[src/rtl/lppc_pkg.sv]
// Package for the lidar packet parser: framing constants, packet layout
// offsets and the CRC-8 step function.
// No dependencies.
package lppc_pkg;

  localparam int unsigned POINTS_PER_PACKET = 12;
  localparam int unsigned PACKET_BYTES      = 47;
  localparam int unsigned POS_W             = 6;
  localparam int unsigned IDX_W             = 4;

  localparam logic [7:0] START_BYTE = 8'h54;
  localparam logic [7:0] INFO_BYTE  = 8'h2C;
  localparam logic [7:0] CRC_POLY   = 8'h4D;

  // byte positions within a packet
  localparam logic [POS_W-1:0] POS_SPEED_LO = 6'd2;
  localparam logic [POS_W-1:0] POS_SPEED_HI = 6'd3;
  localparam logic [POS_W-1:0] POS_START_LO = 6'd4;
  localparam logic [POS_W-1:0] POS_START_HI = 6'd5;
  localparam logic [POS_W-1:0] POS_POINTS   = 6'd6;
  localparam logic [POS_W-1:0] POS_END_LO   = 6'd42;
  localparam logic [POS_W-1:0] POS_END_HI   = 6'd43;
  localparam logic [POS_W-1:0] POS_STAMP_LO = 6'd44;
  localparam logic [POS_W-1:0] POS_STAMP_HI = 6'd45;
  localparam logic [POS_W-1:0] POS_CRC      = 6'd46;
  localparam logic [POS_W-1:0] POINT_STRIDE = 6'd3;

  localparam logic [IDX_W-1:0] LAST_INDEX = IDX_W'(POINTS_PER_PACKET - 1);

  // one byte of CRC-8, MSB first
  function automatic logic [7:0] crc8_step(input logic [7:0] crc, input logic [7:0] b);
    logic [7:0] v;
    v = crc ^ b;
    for (int k = 0; k < 8; k++) begin
      v = v[7] ? ((v << 1) ^ CRC_POLY) : (v << 1);
    end
    return v;
  endfunction

endpackage

[src/rtl/lppc_ram.sv]
// Generic simple dual-port RAM: one write port, one read port with
// registered read data. No dependencies.
module lppc_ram #(
  parameter int unsigned WIDTH = 8,
  parameter int unsigned DEPTH = 47
) (
  input  logic                     clk_i,
  input  logic                     we_i,
  input  logic [$clog2(DEPTH)-1:0] waddr_i,
  input  logic [WIDTH-1:0]         wdata_i,
  input  logic [$clog2(DEPTH)-1:0] raddr_i,
  output logic [WIDTH-1:0]         rdata_o
);

  logic [WIDTH-1:0] mem_q [DEPTH];

  always_ff @(posedge clk_i) begin
    if (we_i) begin
      mem_q[waddr_i] <= wdata_i;
    end
    rdata_o <= mem_q[raddr_i];
  end

endmodule

[src/rtl/lidar_packet_parser_crc8.sv]
// Lidar packet parser top level. Uses lppc_pkg and lppc_ram.
// Frames 47-byte packets, checks the CRC-8 and emits twelve point results per good packet.

// A received byte is taken whenever offered while the parser is framing. The
// packet bytes go into a 47-entry RAM; the header fields are caught in
// registers as they pass. When the CRC byte matches, the parser stops taking
// bytes and plays out the twelve points: each point takes three byte reads on
// the RAM's single read port, whose read data is registered, and then keeps
// the result transaction on offer until it is taken. No byte is accepted
// until the burst is over. A packet with a bad CRC gives no result and costs
// nothing extra. No clearing pass is needed after reset.
module lidar_packet_parser_crc8 (
  input  logic        clk_i,
  input  logic        rst_ni,
  input  logic        in_valid_i,
  output logic        in_ready_o,
  input  logic [7:0]  rx_byte_i,
  output logic        out_valid_o,
  input  logic        out_ready_i,
  output logic [3:0]  point_index_o,
  output logic [15:0] distance_mm_o,
  output logic [7:0]  intensity_o,
  output logic [15:0] rotation_speed_o,
  output logic [15:0] first_angle_o,
  output logic [15:0] final_angle_o,
  output logic [15:0] stamp_o,
  output logic        last_point_o
);

  localparam int unsigned PW = lppc_pkg::POS_W;

  typedef enum logic [1:0] {
    S_RX,
    S_FETCH,
    S_OUT
  } state_e;

  state_e                       state_q;
  logic [PW-1:0]                pos_q;
  logic [7:0]                   crc_q;
  logic [7:0]                   crc_d;
  logic [1:0]                   phase_q;
  logic [PW-1:0]                base_q;
  logic [lppc_pkg::IDX_W-1:0]   point_q;
  logic                         out_valid_q;
  logic [15:0]                  dist_q;
  logic [7:0]                   inten_q;
  logic [15:0]                  speed_q;
  logic [15:0]                  start_q;
  logic [15:0]                  end_q;
  logic [15:0]                  stamp_q;

  logic          in_fire;
  logic          ram_we;
  logic [PW-1:0] ram_raddr;
  logic [7:0]    ram_rdata;

  assign in_ready_o = (state_q == S_RX);
  assign in_fire    = in_valid_i && in_ready_o;
  assign crc_d      = lppc_pkg::crc8_step(crc_q, rx_byte_i);

  assign ram_we = in_fire &&
                  (((pos_q == '0) && (rx_byte_i == lppc_pkg::START_BYTE)) ||
                   ((pos_q == PW'(1)) && (rx_byte_i == lppc_pkg::INFO_BYTE)) ||
                   ((pos_q >= lppc_pkg::POS_SPEED_LO) && (pos_q <= lppc_pkg::POS_CRC)));
  assign ram_raddr = base_q + PW'(phase_q);

  lppc_ram #(
    .WIDTH (8),
    .DEPTH (lppc_pkg::PACKET_BYTES)
  ) u_store (
    .clk_i   (clk_i),
    .we_i    (ram_we),
    .waddr_i (pos_q),
    .wdata_i (rx_byte_i),
    .raddr_i (ram_raddr),
    .rdata_o (ram_rdata)
  );

  always_ff @(posedge clk_i or negedge rst_ni) begin
    if (!rst_ni) begin
      state_q     <= S_RX;
      pos_q       <= '0;
      crc_q       <= '0;
      phase_q     <= '0;
      base_q      <= '0;
      point_q     <= '0;
      out_valid_q <= 1'b0;
      dist_q      <= '0;
      inten_q     <= '0;
      speed_q     <= '0;
      start_q     <= '0;
      end_q       <= '0;
      stamp_q     <= '0;
    end else begin
      unique case (state_q)
        S_RX: begin
          if (in_valid_i) begin
            priority if (pos_q == '0) begin
              if (rx_byte_i == lppc_pkg::START_BYTE) begin
                crc_q <= lppc_pkg::crc8_step(8'h00, rx_byte_i);
                pos_q <= PW'(1);
              end
            end else if (pos_q == PW'(1)) begin
              // the info byte fixes the point count at twelve, so no length check
              if (rx_byte_i == lppc_pkg::INFO_BYTE) begin
                crc_q <= crc_d;
                pos_q <= PW'(2);
              end else begin
                pos_q <= '0;
              end
            end else if (pos_q < lppc_pkg::POS_CRC) begin
              crc_q <= crc_d;
              pos_q <= pos_q + PW'(1);
              unique case (pos_q)
                lppc_pkg::POS_SPEED_LO: speed_q[7:0]  <= rx_byte_i;
                lppc_pkg::POS_SPEED_HI: speed_q[15:8] <= rx_byte_i;
                lppc_pkg::POS_START_LO: start_q[7:0]  <= rx_byte_i;
                lppc_pkg::POS_START_HI: start_q[15:8] <= rx_byte_i;
                lppc_pkg::POS_END_LO:   end_q[7:0]    <= rx_byte_i;
                lppc_pkg::POS_END_HI:   end_q[15:8]   <= rx_byte_i;
                lppc_pkg::POS_STAMP_LO: stamp_q[7:0]  <= rx_byte_i;
                lppc_pkg::POS_STAMP_HI: stamp_q[15:8] <= rx_byte_i;
                default: ;
              endcase
            end else if (pos_q == lppc_pkg::POS_CRC) begin
              pos_q <= '0;
              // good CRC: start playing out the points, else drop the packet
              if (crc_q == rx_byte_i) begin
                state_q <= S_FETCH;
                point_q <= '0;
                base_q  <= lppc_pkg::POS_POINTS;
                phase_q <= '0;
              end
            end else begin
              pos_q <= '0;
            end
          end
        end
        S_FETCH: begin
          // read data arrives in the cycle after its address
          phase_q <= phase_q + 2'd1;
          unique case (phase_q)
            2'd0: ;
            2'd1: dist_q[7:0]  <= ram_rdata;
            2'd2: dist_q[15:8] <= ram_rdata;
            2'd3: begin
              inten_q     <= ram_rdata;
              out_valid_q <= 1'b1;
              state_q     <= S_OUT;
            end
            default: ;
          endcase
        end
        S_OUT: begin
          if (out_ready_i) begin
            out_valid_q <= 1'b0;
            if (point_q == lppc_pkg::LAST_INDEX) begin
              state_q <= S_RX;
            end else begin
              point_q <= point_q + lppc_pkg::IDX_W'(1);
              base_q  <= base_q + lppc_pkg::POINT_STRIDE;
              phase_q <= '0;
              state_q <= S_FETCH;
            end
          end
        end
        default: state_q <= S_RX;
      endcase
    end
  end

  assign out_valid_o      = out_valid_q;
  assign point_index_o    = point_q;
  assign distance_mm_o    = dist_q;
  assign intensity_o      = inten_q;
  assign rotation_speed_o = speed_q;
  assign first_angle_o    = start_q;
  assign final_angle_o    = end_q;
  assign stamp_o          = stamp_q;
  assign last_point_o     = (point_q == lppc_pkg::LAST_INDEX);

endmodule

[config.mk]
export PLATFORM = sky130hd
export DESIGN_NAME = lidar_packet_parser_crc8
export DESIGN_NICKNAME = d
export VERILOG_FILES = /design/src/rtl/lppc_pkg.sv /design/src/rtl/lppc_ram.sv /design/src/rtl/lidar_packet_parser_crc8.sv
export SDC_FILE = /design/constraint.sdc
export NUM_CORES = 1
export LEC_CHECK = 0
export BUFFER_PORTS_ARGS = -buffer_cell sky130_fd_sc_hd__clkbuf_2
export CAP_MARGIN = 0
export CORE_MARGIN = 2
export CORE_UTILIZATION = 41
export CTS_BUF_LIST = sky130_fd_sc_hd__clkbuf_16
export DETAILED_ROUTE_END_ITERATION = 6
export SYNTH_ARGS = -nofsm -noshare
export SYNTH_HDL_FRONTEND = slang
export SYNTH_HIERARCHICAL = 1
export SYNTH_SLANG_ARGS = --single-unit
[constraint.sdc]
create_clock -name clk_i -period 4.1 [get_ports clk_i]
set_input_delay 1.23 -clock clk_i [delete_from_list [all_inputs] [get_ports clk_i]]
set_output_delay 1.23 -clock clk_i [all_outputs]
set_load 0.05 [all_outputs]
* Yosys cells after proc, flatten, opt, wreduce, memory -nomap -nowiden
Memories as Yosys holds them, arrays and structs flattened. A register that Yosys moved wholly into a read port is not among the register bits.
Cells that the tools add are included.
Widths: inputs -> output; s select.
** Operators by class
- Reduce and logical (&&, ||, !) cells :: 30
- Mux-type cells :: 68
- Eq/ne operators :: 30
- Bitwise gates (word level) :: 19
- Add/sub/neg operators :: 5
- $lt $le $gt $ge :: 3
** Operators by type and width (count)
- $mux 7 :: 16
- $mux 6 :: 12
- $not 4->4 :: 16
- $reduce_and 6->1 :: 8
- $mux 8 :: 5
- $mux 2 :: 17
- $mux 4 :: 8
- $eq 6x6->1 const B :: 5
- $reduce_and 9->1 :: 2
- $eq 6x2->1 const B :: 2
- $eq 6x3->1 const B :: 2
- $ne 2x2->1 const B :: 6
- $pmux 2 s3 :: 2
- $pmux 6 s2 :: 1
- $eq 8x6->1 const B :: 1
- $eq 8x7->1 const B :: 1
- $eq 8x8->1 :: 1
- $ne 2x1->1 const B :: 4
- $pmux 4 s2 :: 1
- $reduce_and 8->1 :: 1
- $xor 8x8->8 :: 1
- $add 6x1->6 const B :: 1
- $add 6x2->6 :: 1
- $add 6x2->6 const B :: 1
- 22 further kinds :: 40
** Word-level totals
- Word-level logic and storage cells :: 174
- Bits of input ports :: 12
- Bits in writable memories :: 376
- Output and inout bits :: 95
- Memories :: 1
- Register bits :: 117
** Memory list
- u_store.mem_q :: depth 47, bits a word 8, read ports 1, clocked after Yosys merged registers in 1, wr ports 1, line lppc_ram.sv:15 : logic [WIDTH-1:0] mem_q [DEPTH];

* Logic depth before layout (Yosys ltp)
Gate-level depths: netlist of the first run.
- Depth in word-level cells :: 20
- Mapped depth :: 12
- Mapped depth without buffers :: 10

* By module
Netlist of the first run, hierarchy kept.
** By module, submodules not included
- lppc_ram :: seq. area each 11451.0 µm², cells an instance 839, times used 1, area an instance 15082.0 µm²
- lidar_packet_parser_crc8 :: seq. area each 2927.8 µm², cells an instance 427, times used 1, area an instance 5406.4 µm²

* Least setup slack after synthesis of the first run
Ideal clock, no wire load.
- Path kind :: input port to flip-flop
- From :: in rx_byte_i[6]
- To :: mem u_store.mem_q[14][0], enable pin
- Slack :: 0.595 ns
- Data required time :: 3.730 ns
- Data arrival time :: 3.135 ns
- Library setup time :: 0.370 ns
- Path buffers :: 0
- Stages on the path :: 7
- Path through :: nor4bb_1 -> a22o_1 -> nand2_1 -> a21oi_1 -> nor2b_1 -> nand3_1 -> nor2_1
** On the way
- Word-level cells in the longest chain between the ends :: 7
- Elaborated cells between the ends (all ways) :: 9
- Classes of those cells :: eq/ne (2); mux (2); reduce/logical (5)
** RTL lines
- from (decl) :: line lidar_packet_parser_crc8.sv:17 : input logic [7:0] rx_byte_i,
- $eq 8x7->1 / $eq 8x6->1 (equally long branches) :: line lidar_packet_parser_crc8.sv:63, lidar_packet_parser_crc8.sv:64
- $logic_and 1x1->1, on equally long branches :: line lidar_packet_parser_crc8.sv:63, lidar_packet_parser_crc8.sv:64
- $logic_or 1x1->1 (*) :: line lidar_packet_parser_crc8.sv:63 : (((pos_q == '0) && (rx_byte_i == lppc_pkg::START_BYTE)) ||
- $logic_or 1x1->1 (*) :: line lidar_packet_parser_crc8.sv:64 : ((pos_q == PW'(1)) && (rx_byte_i == lppc_pkg::INFO_BYTE)) ||
- $logic_and 1x1->1 (*) :: line lidar_packet_parser_crc8.sv:62 : assign ram_we = in_fire &&
- via ram_we :: line lidar_packet_parser_crc8.sv:54 : logic ram_we;
- $mux 1 (*) :: line lppc_ram.sv:18 : if (we_i) begin
- $mux 1 (implied by the code) (*) :: line lppc_ram.sv:19 : mem_q[waddr_i] <= wdata_i;
- to (decl) :: line lppc_ram.sv:15
The timed path passes the listed nets; every way through them passes the cells marked *.

* Final worst setup path of the first run
- From :: reg phase_q[0]
- To :: reg u_store.rdata_o[5], read port of u_store.mem_q
** On the way
- Word-level cells in the longest chain between the ends :: 1
** RTL lines
- from (decl) :: line lidar_packet_parser_crc8.sv:42 : logic [1:0] phase_q;
- from (signal assigned) :: line lidar_packet_parser_crc8.sv:142 : phase_q <= phase_q + 2'd1;
- $add 6x2->6 :: line lidar_packet_parser_crc8.sv:66 : assign ram_raddr = base_q + PW'(phase_q);
- via ram_raddr[1] :: line lidar_packet_parser_crc8.sv:55 : logic [PW-1:0] ram_raddr;
- to (decl) :: line lppc_ram.sv:12 : output logic [WIDTH-1:0] rdata_o
The timed path passes the listed nets, and every way through them passes these cells.
A chain may end at the register's enable or synchronous reset.

==> results of run 1 <==
## placed cells by master, fill, tap and decap left out, drive strengths merged, types with 4 or more instances in the layout
cell     synthesis  routed
clkinv           0      16
edfxtp         376     376
a31oi            6       6
buf             43      92
nor2b            9       9
and2             4       4
dfrtp          117     117
dfxtp            8       8
nand2           60      60
nor3             9       9
o211ai           8       8
nand2b           5       5
o2111ai          8       8
clkbuf          20     158
a22oi           52      52
a21oi           24      24
o21bai           8       8
ha              11      11
xor2             9       9
xnor2           24      24
inv             19      30
nand3           30      30
o21ai           21      21
or3             11      11
nand4b           4       4
bufinv           0       9
nand3b           4       4
o22ai            8       8
nor2            71      71
mux2i          122     122
mux4            32      32
mux2            88      88
and3             4       4
nand4           13      13
## area by class of cell
cell class	instances	area, µm²	share of cell area, %
Sequential cell	501	14400	59.9
Multi-Input combinational cell	683	5720	23.8
Clock buffer	53	1330	5.53
Timing Repair Buffer	197	1270	5.28
Tap cell	664	831	3.46
Clock inverter	38	404	1.68
Inverter	19	71.3	0.297
## power breakdown
group	internal (mW)	switching [mW]	leakage, nW	total (mW)
Sequential	5.74	0.144	4.98	5.88
Clock	2.89	1.88	0.886	4.77
Combinational	0.640	1.38	4.00	2.02
Total	9.27	3.40	9.87	12.7
## state kept, by name, indices dropped and copies added, names as in the netlist
register and flops:
base_q 6, crc_q 8, distance_mm_o 16, final_angle_o 16, first_angle_o 16, intensity_o 8, out_valid_o 1, phase_q 2
point_index_o 4, pos_q 6, rotation_speed_o 16, stamp_o 16, state_q 2, u_store/mem_q 376, u_store/rdata_o 8
## final timing paths
check                                               end  slack, ps
min in group asynchronous  first_angle_o[4]$_DFFE_PN0P_        630
min                             out_valid_o$_DFFE_PN0P_        470
max in group asynchronous          pos_q[2]$_DFFE_PN0P_       2650
min reg2reg                     out_valid_o$_DFFE_PN0P_        470
max                          u_store/rdata_o[5]$_DFF_P_        630
max reg2reg                  u_store/rdata_o[5]$_DFF_P_        630
## cells in the mapped netlist, types with 8 or more instances
cell type / count
a21oi_1: 23
clkbuf_1: 20
nand4_1: 13
mux4_2: 32
buf_2: 29
o21ai_0: 20
mux2_2: 88
nor2_1: 70
inv_1: 19
o22ai_1: 8
o21bai_1: 8
edfxtp_1: 376
xor2_1: 9
nand2_1: 59
nor2b_1: 9
ha_1: 11
mux2i_1: 122
nor3_1: 9
dfxtp_1: 8
a22oi_1: 52
or3_1: 11
nand3_1: 30
dfrtp_1: 117
xnor2_1: 24
o2111ai_1: 8
## layer usage
layer	routed length (µm)	part of all wire [%]
met3	2440	5.0
met4	1470	3.0
met5	0	0
met1	20700	42
met2	24300	50
## critical path: stages (launching register included)
cell and delay (ps):
dfrtp_1 460, ha_4 200, inv_1 60, fa_1 400, inv_1 600, and2_1 230, buf_4 300, a22oi_1 150
nand3_1 200, nand4_1 260, or3_1 470
## logic make-up after synthesis
group,Yosys count
adder cells (fa/ha/maj),12
flip-flops,501
multiplexers,242
XOR/XNOR,33
buffers and inverters,82
AO/OA/AOI/OAI,154
AND/OR/NAND/NOR,242
==> impl_metrics.csv, run 1 <==
group,metric,value,unit
min_path,hold_class,"flip-flop to flip-flop",
placement,port_buffers,106,
floorplanning,die-width,228,µm
synthesis,muxShareOfSynthArea,14.3,%
synthesis,syn_nets,1290,
synthesis,ys.warnings.count,6,
synthesis,async_flop_share,23.4,%
global_route,track_usage,19.2,%
floorplanning,coreArea,49200,µm²
detailed_routing,vias,11600,
floorplanning,row_count,81,
sta,fin_skew,16.2,ps
synthesis,yosys.area.top_type,"edfxtp_1",
synthesis,synth_edf_count,376,
clocking,cts_max_level,2,
sta,post-route-period-util,84.7,%
global_route,grt_max_degree,79,
placement,place.gp.congestion,0.833,
worst_setup_path,regToRegStartpoint,"phase_q[0]$_DFFE_PN0P_",
synthesis,syn_area,20500,µm²
worst_setup_path,cp_max_fo,24,
clocking,tritoncts,"built",
detailed_routing,drt_wl_total,48900,µm
sta,fmax,288,MHz
sta,finalHoldViolations,0,
floorplanning,start_util,41.7,%
clocking,clkSlewWorstSetupHoldPaths,60,ps
worst_setup_path,critPathRequiredTime,4550,ps
global_route,gr-usage-met3,2.98,%
placement,pre_cts_ws,153,ps
layout,fill_cells,4165,
run,maxCapViolCount,0,
worst_setup_path,crit_arrival,3920,ps
layout,antenna_cells,0,
global_route,grt_use_met2,32.4,%
pwr,ir_worst_vdd,0.000584,V
global_route,grt_pass1_wl,73500,µm
detailed_routing,drt-vias-per-instance,5.38,
clocking,clock-sinks,501,
worst_setup_path,crit_path_start,"phase_q[0]$_DFFE_PN0P_",
global_route,antenna_found_initial,0,
synthesis,synth_top_flop_cell,"edfxtp_1",
worst_setup_path,rr_worst_depth,10,
min_path,min_path_cells,2,
synthesis,ys_seq_elements,501,
synthesis,yosysUniqueCellTypes,67,
synthesis,yosysSeqAreaShare,70.2,%
pwr,p_leak,9.87,nW
detailed_routing,drc,0,
synthesis,synthAdderAreaFrac,0.769,%
placement,dp.cells,2064,
clocking,postCtsSetupBuffers,0,
layout,drive_gt1_share,27.7,%
clocking,clock_tree.buffer_depth,3,
sta,layout_setup_ws,627,ps
synthesis,synth-compound-area-share,5.44,%
pwr,p_total,12.7,mW
worst_setup_path,crit_type,"flip-flop to flip-flop",
layout,fin_nets,1477,
synthesis,yosysTopAreaCellShare,55.1,%
min_path,hp-start,"out_valid_o$_DFFE_PN0P_",
sta,relSlewSlack,45.8,%
clocking,cts_resized,0,
synthesis,synthTopCellsByArea,"edfxtp_1 55%, dfrtp_1 14%, mux2i_1 6.0%, mux2_2 4.8%, mux4_2 3.5%",
global_route,grt_pass1_vias,11871,
sta,tightestPinTransition,812,ps
layout,postLayoutCoreUtil,48.8,%
detailed_routing,wl_per_cell,22.7,µm
clocking,root_buffer,"clkbuf_16",
sta,rsz0062_at_grt,"no",
synthesis,synth_area_per_cell,16.2,µm²
global_route,grt_use_met1,25.3,%
sta,whs,473,ps
layout,post_layout_nonfiller_instances,2155,
synthesis,synth-simple-area-share,5.89,%
outcome,status,"finished clean",
placement,dpl_cell_area,22300,µm²
pwr,p_per_area,528,nW/µm²
detailed_routing,ant_nets,0,
sta,min_period,3470,ps
sta,finalMaxSlewViolations,0,
clocking,clock_latency,590,ps
floorplanning,dieArea,51800,µm²
layout,syn2layout_area_growth,17.1,%
worst_setup_path,cp-end-kind,"flip-flop",
layout,finish.instance_area,24000,µm²
floorplanning,fp.dieH,228,µm
worst_setup_path,worstSetupStartpointType,"flip-flop",
synthesis,synth_cells,1266,
detailed_routing,first_pass_iters,5,
global_route,grt_overflow_total,0,
sta,fin_tns_setup,0,ps
placement,hpwl,31600,µm
global_route,grt_busiest_layer,"met2",
clocking,cts_inserted_buffers,51,
synthesis,synth-xor-area-share,1.41,%
clocking,holdBufCountCts,0,
floorplanning,io_pins,107,
synthesis,synth_top_family_by_area,"multiplexers",
sta,setup_viol,0,
detailed_routing,drt_iter0_markers,823,
Power figures use the tool's default switching activity.
==> run 2: changes to the inputs <==
clock period = 3 ns   (was 4.1 ns; I/O delays follow)
==> run 2 against run 1 <==
Worst setup slack lost 550 ps. Routed wire length grew 2.3%. First-iteration DRC count grew 47%. Critical path type unchanged. Via count grew 1.2%. Worst hold slack lost 280 ps. Cell count grew 2.2%. Combinational power grew 44%. Critical endpoint is now u_store/rdata_o[0]$_DFF_P_. Power grew 34%.
==> impl_metrics.csv, run 2 (synthesis results as in run 1) <==
group,metric,value,unit
outcome,status,"finished clean",
worst_setup_path,reg2reg_slack,80,ps
layout,fin_nets,1520,
layout,final_cell_mix,"376 x edfxtp_1, 122 x mux2i_1, 122 x buf_4",
sta,post-route-period-util,97.4,%
clocking,clock-sinks,501,
layout,multi_input_area,5810,µm²
worst_setup_path,crit_type,"flip-flop to flip-flop",
clocking,clock_tree.buffer_depth,3,
layout,fill_cells,4144,
global_route,antenna_found_initial,0,
sta,fmax,342,MHz
worst_setup_path,critPathRequiredTime,3460,ps
layout,regMostFlops,"u_store/mem_q",
pwr,p_leak,10.1,nW
layout,antenna_cells,0,
global_route,grt_pass1_wl,75100,µm
worst_setup_path,crit_arrival,3380,ps
clocking,clock_latency,580,ps
detailed_routing,wl_per_cell,22.7,µm
worst_setup_path,cp-end-kind,"flip-flop",
detailed_routing,drt_iter0_markers,1212,
layout,post_layout_nonfiller_instances,2202,
layout,finish.instance_area,24400,µm²
pwr,p_per_area,696,nW/µm²
floorplanning,dieArea,51800,µm²
detailed_routing,vias,11740,
placement,port_buffers,106,
floorplanning,row_count,81,
placement,hpwl,33000,µm
layout,final_common_cell,"edfxtp_1",
global_route,track_usage,19.7,%
clocking,root_buffer,"clkbuf_16",
clocking,holdBufCountCts,0,
placement,dpl_cell_area,22700,µm²
floorplanning,fp.dieH,228,µm
layout,syn2layout_area_growth,19.0,%
worst_setup_path,slowest_stage,"fa_1",
floorplanning,start_util,41.7,%
sta,tightestPinTransition,763,ps
detailed_routing,drt-vias-per-instance,5.33,
layout,seq_area,14400,µm²
clocking,tritoncts,"built",
pwr,ir_worst_vdd,0.000624,V
worst_setup_path,critPathTopFamily,"simple AND/OR/NAND/NOR gates",
floorplanning,coreArea,49200,µm²
floorplanning,die-width,228,µm
worst_setup_path,path_cells,"ha_4 -> inv_1 -> fa_1 -> clkinvlp_4 -> buf_4 -> nor2_1 -> buf_4 -> a22oi_1 -> nand3_1 -> nand4_1 -> or3_1",
clocking,cts_max_level,2,
detailed_routing,first_pass_iters,5,
worst_setup_path,critical_path.max_stage_delay,520,ps
min_path,hold_class,"primary input to async pin",
detailed_routing,drt_wl_total,50000,µm
worst_setup_path,worstSetupStartpointType,"flip-flop",
sta,finalHoldViolations,0,
global_route,grt_max_degree,60,
clocking,cts_inserted_buffers,51,
worst_setup_path,path_buf_inv,4,
sta,finalMaxSlewViolations,0,
layout,drive_gt1_share,30.6,%
placement,place.gp.congestion,0.870,
placement,dp.cells,2104,
sta,fin_skew,11.9,ps
worst_setup_path,cp_max_fo,9,
global_route,grt_pass1_vias,11955,
clocking,clkSlewWorstSetupHoldPaths,60,ps
sta,setup_viol,0,
layout,largest_register_ffs,376,
sta,relSlewSlack,49.1,%
detailed_routing,drc,0,
run,maxCapViolCount,0,
worst_setup_path,cp_common_cell,"buf_4",
global_route,grt_overflow_total,0,
sta,min_period,2920,ps
floorplanning,io_pins,107,
detailed_routing,ant_nets,0,
==> run 2: cell type report <==
class	instances	share of cell area (%)
clock buffer	54	5.54
clock inverter	41	1.07
inverter	19	0.308
multi-input combinational	683	23.8
sequential	501	59.0
tap	664	3.41
timing repair buffer	240	6.84
==> run 2: final timing paths <==
| check | startpoint | to | depth (start not counted) |
|---|---|---|---|
| worst max-delay path | phase_q[0]$_DFFE_PN0P_ | u_store/rdata_o[0]$_DFF_P_ | 11 |
| worst min-delay path | rst_ni | first_angle_o[4]$_DFFE_PN0P_ | 1 |
| worst max register to register | phase_q[0]$_DFFE_PN0P_ | u_store/rdata_o[0]$_DFF_P_ | 11 |
| worst min register to register | out_valid_o$_DFFE_PN0P_ | out_valid_o$_DFFE_PN0P_ | 2 |
| max in group asynchronous | rst_ni | pos_q[4]$_DFFE_PN0P_ | 2 |
| min in group clk_i | out_valid_o$_DFFE_PN0P_ | out_valid_o$_DFFE_PN0P_ | 2 |
==> run 2: power breakdown <==
| part | total [mW] | switching (mW) | internal, mW |
|---|---|---|---|
| Combinational | 2.91 | 1.94 | 0.971 |
| Sequential | 8.01 | 0.172 | 7.84 |
| Clock | 6.05 | 2.55 | 3.49 |
==> run 2: per-stage QoR <==
stage	hold WS (ps)	TNS [ps]	util, %	total power [mW]	worst slack [ps]
2_1_floorplan	469	-276	-	10.1	-22.1
3_3_place_gp	466	-14450	46.1	11.0	-151
3_5_place_dp	473	-16100	46.1	11.1	-168
4_1_cts	164	-11.5	49.4	17.1	-2.29
5_1_grt	184	-1430	49.6	17.6	-39.6
6_report	194	0	49.6	17.0	78.3
==> run 2: worst reg2reg max path: cells and delay by family (launching register included) <==
kind,cells,cell delay (ps)
and+or+nand+nor,4,990
adders and majority gates,2,670
buffers and inverters,4,630
DFF,1,390
AOI/OAI and AO/OA,1,130
==> run 2: layer usage <==
metal | global-route usage (%) | wire, µm | up-vias
met5 | 0 | 0 | -
met4 | 5.42 | 1130 | 0
met3 | 3.73 | 2790 | 71
met2 | 33.2 | 25000 | 328
met1 | 26.0 | 21100 | 5998
li1 | - | - | 5343
==> run 2: repair_timing <==
action / CTS / global route
resized for setup: 3 / 15
pin swaps: 2 / 6
setup buffers: 0 / 3
endpoints found under the setup margin: 9 / 192
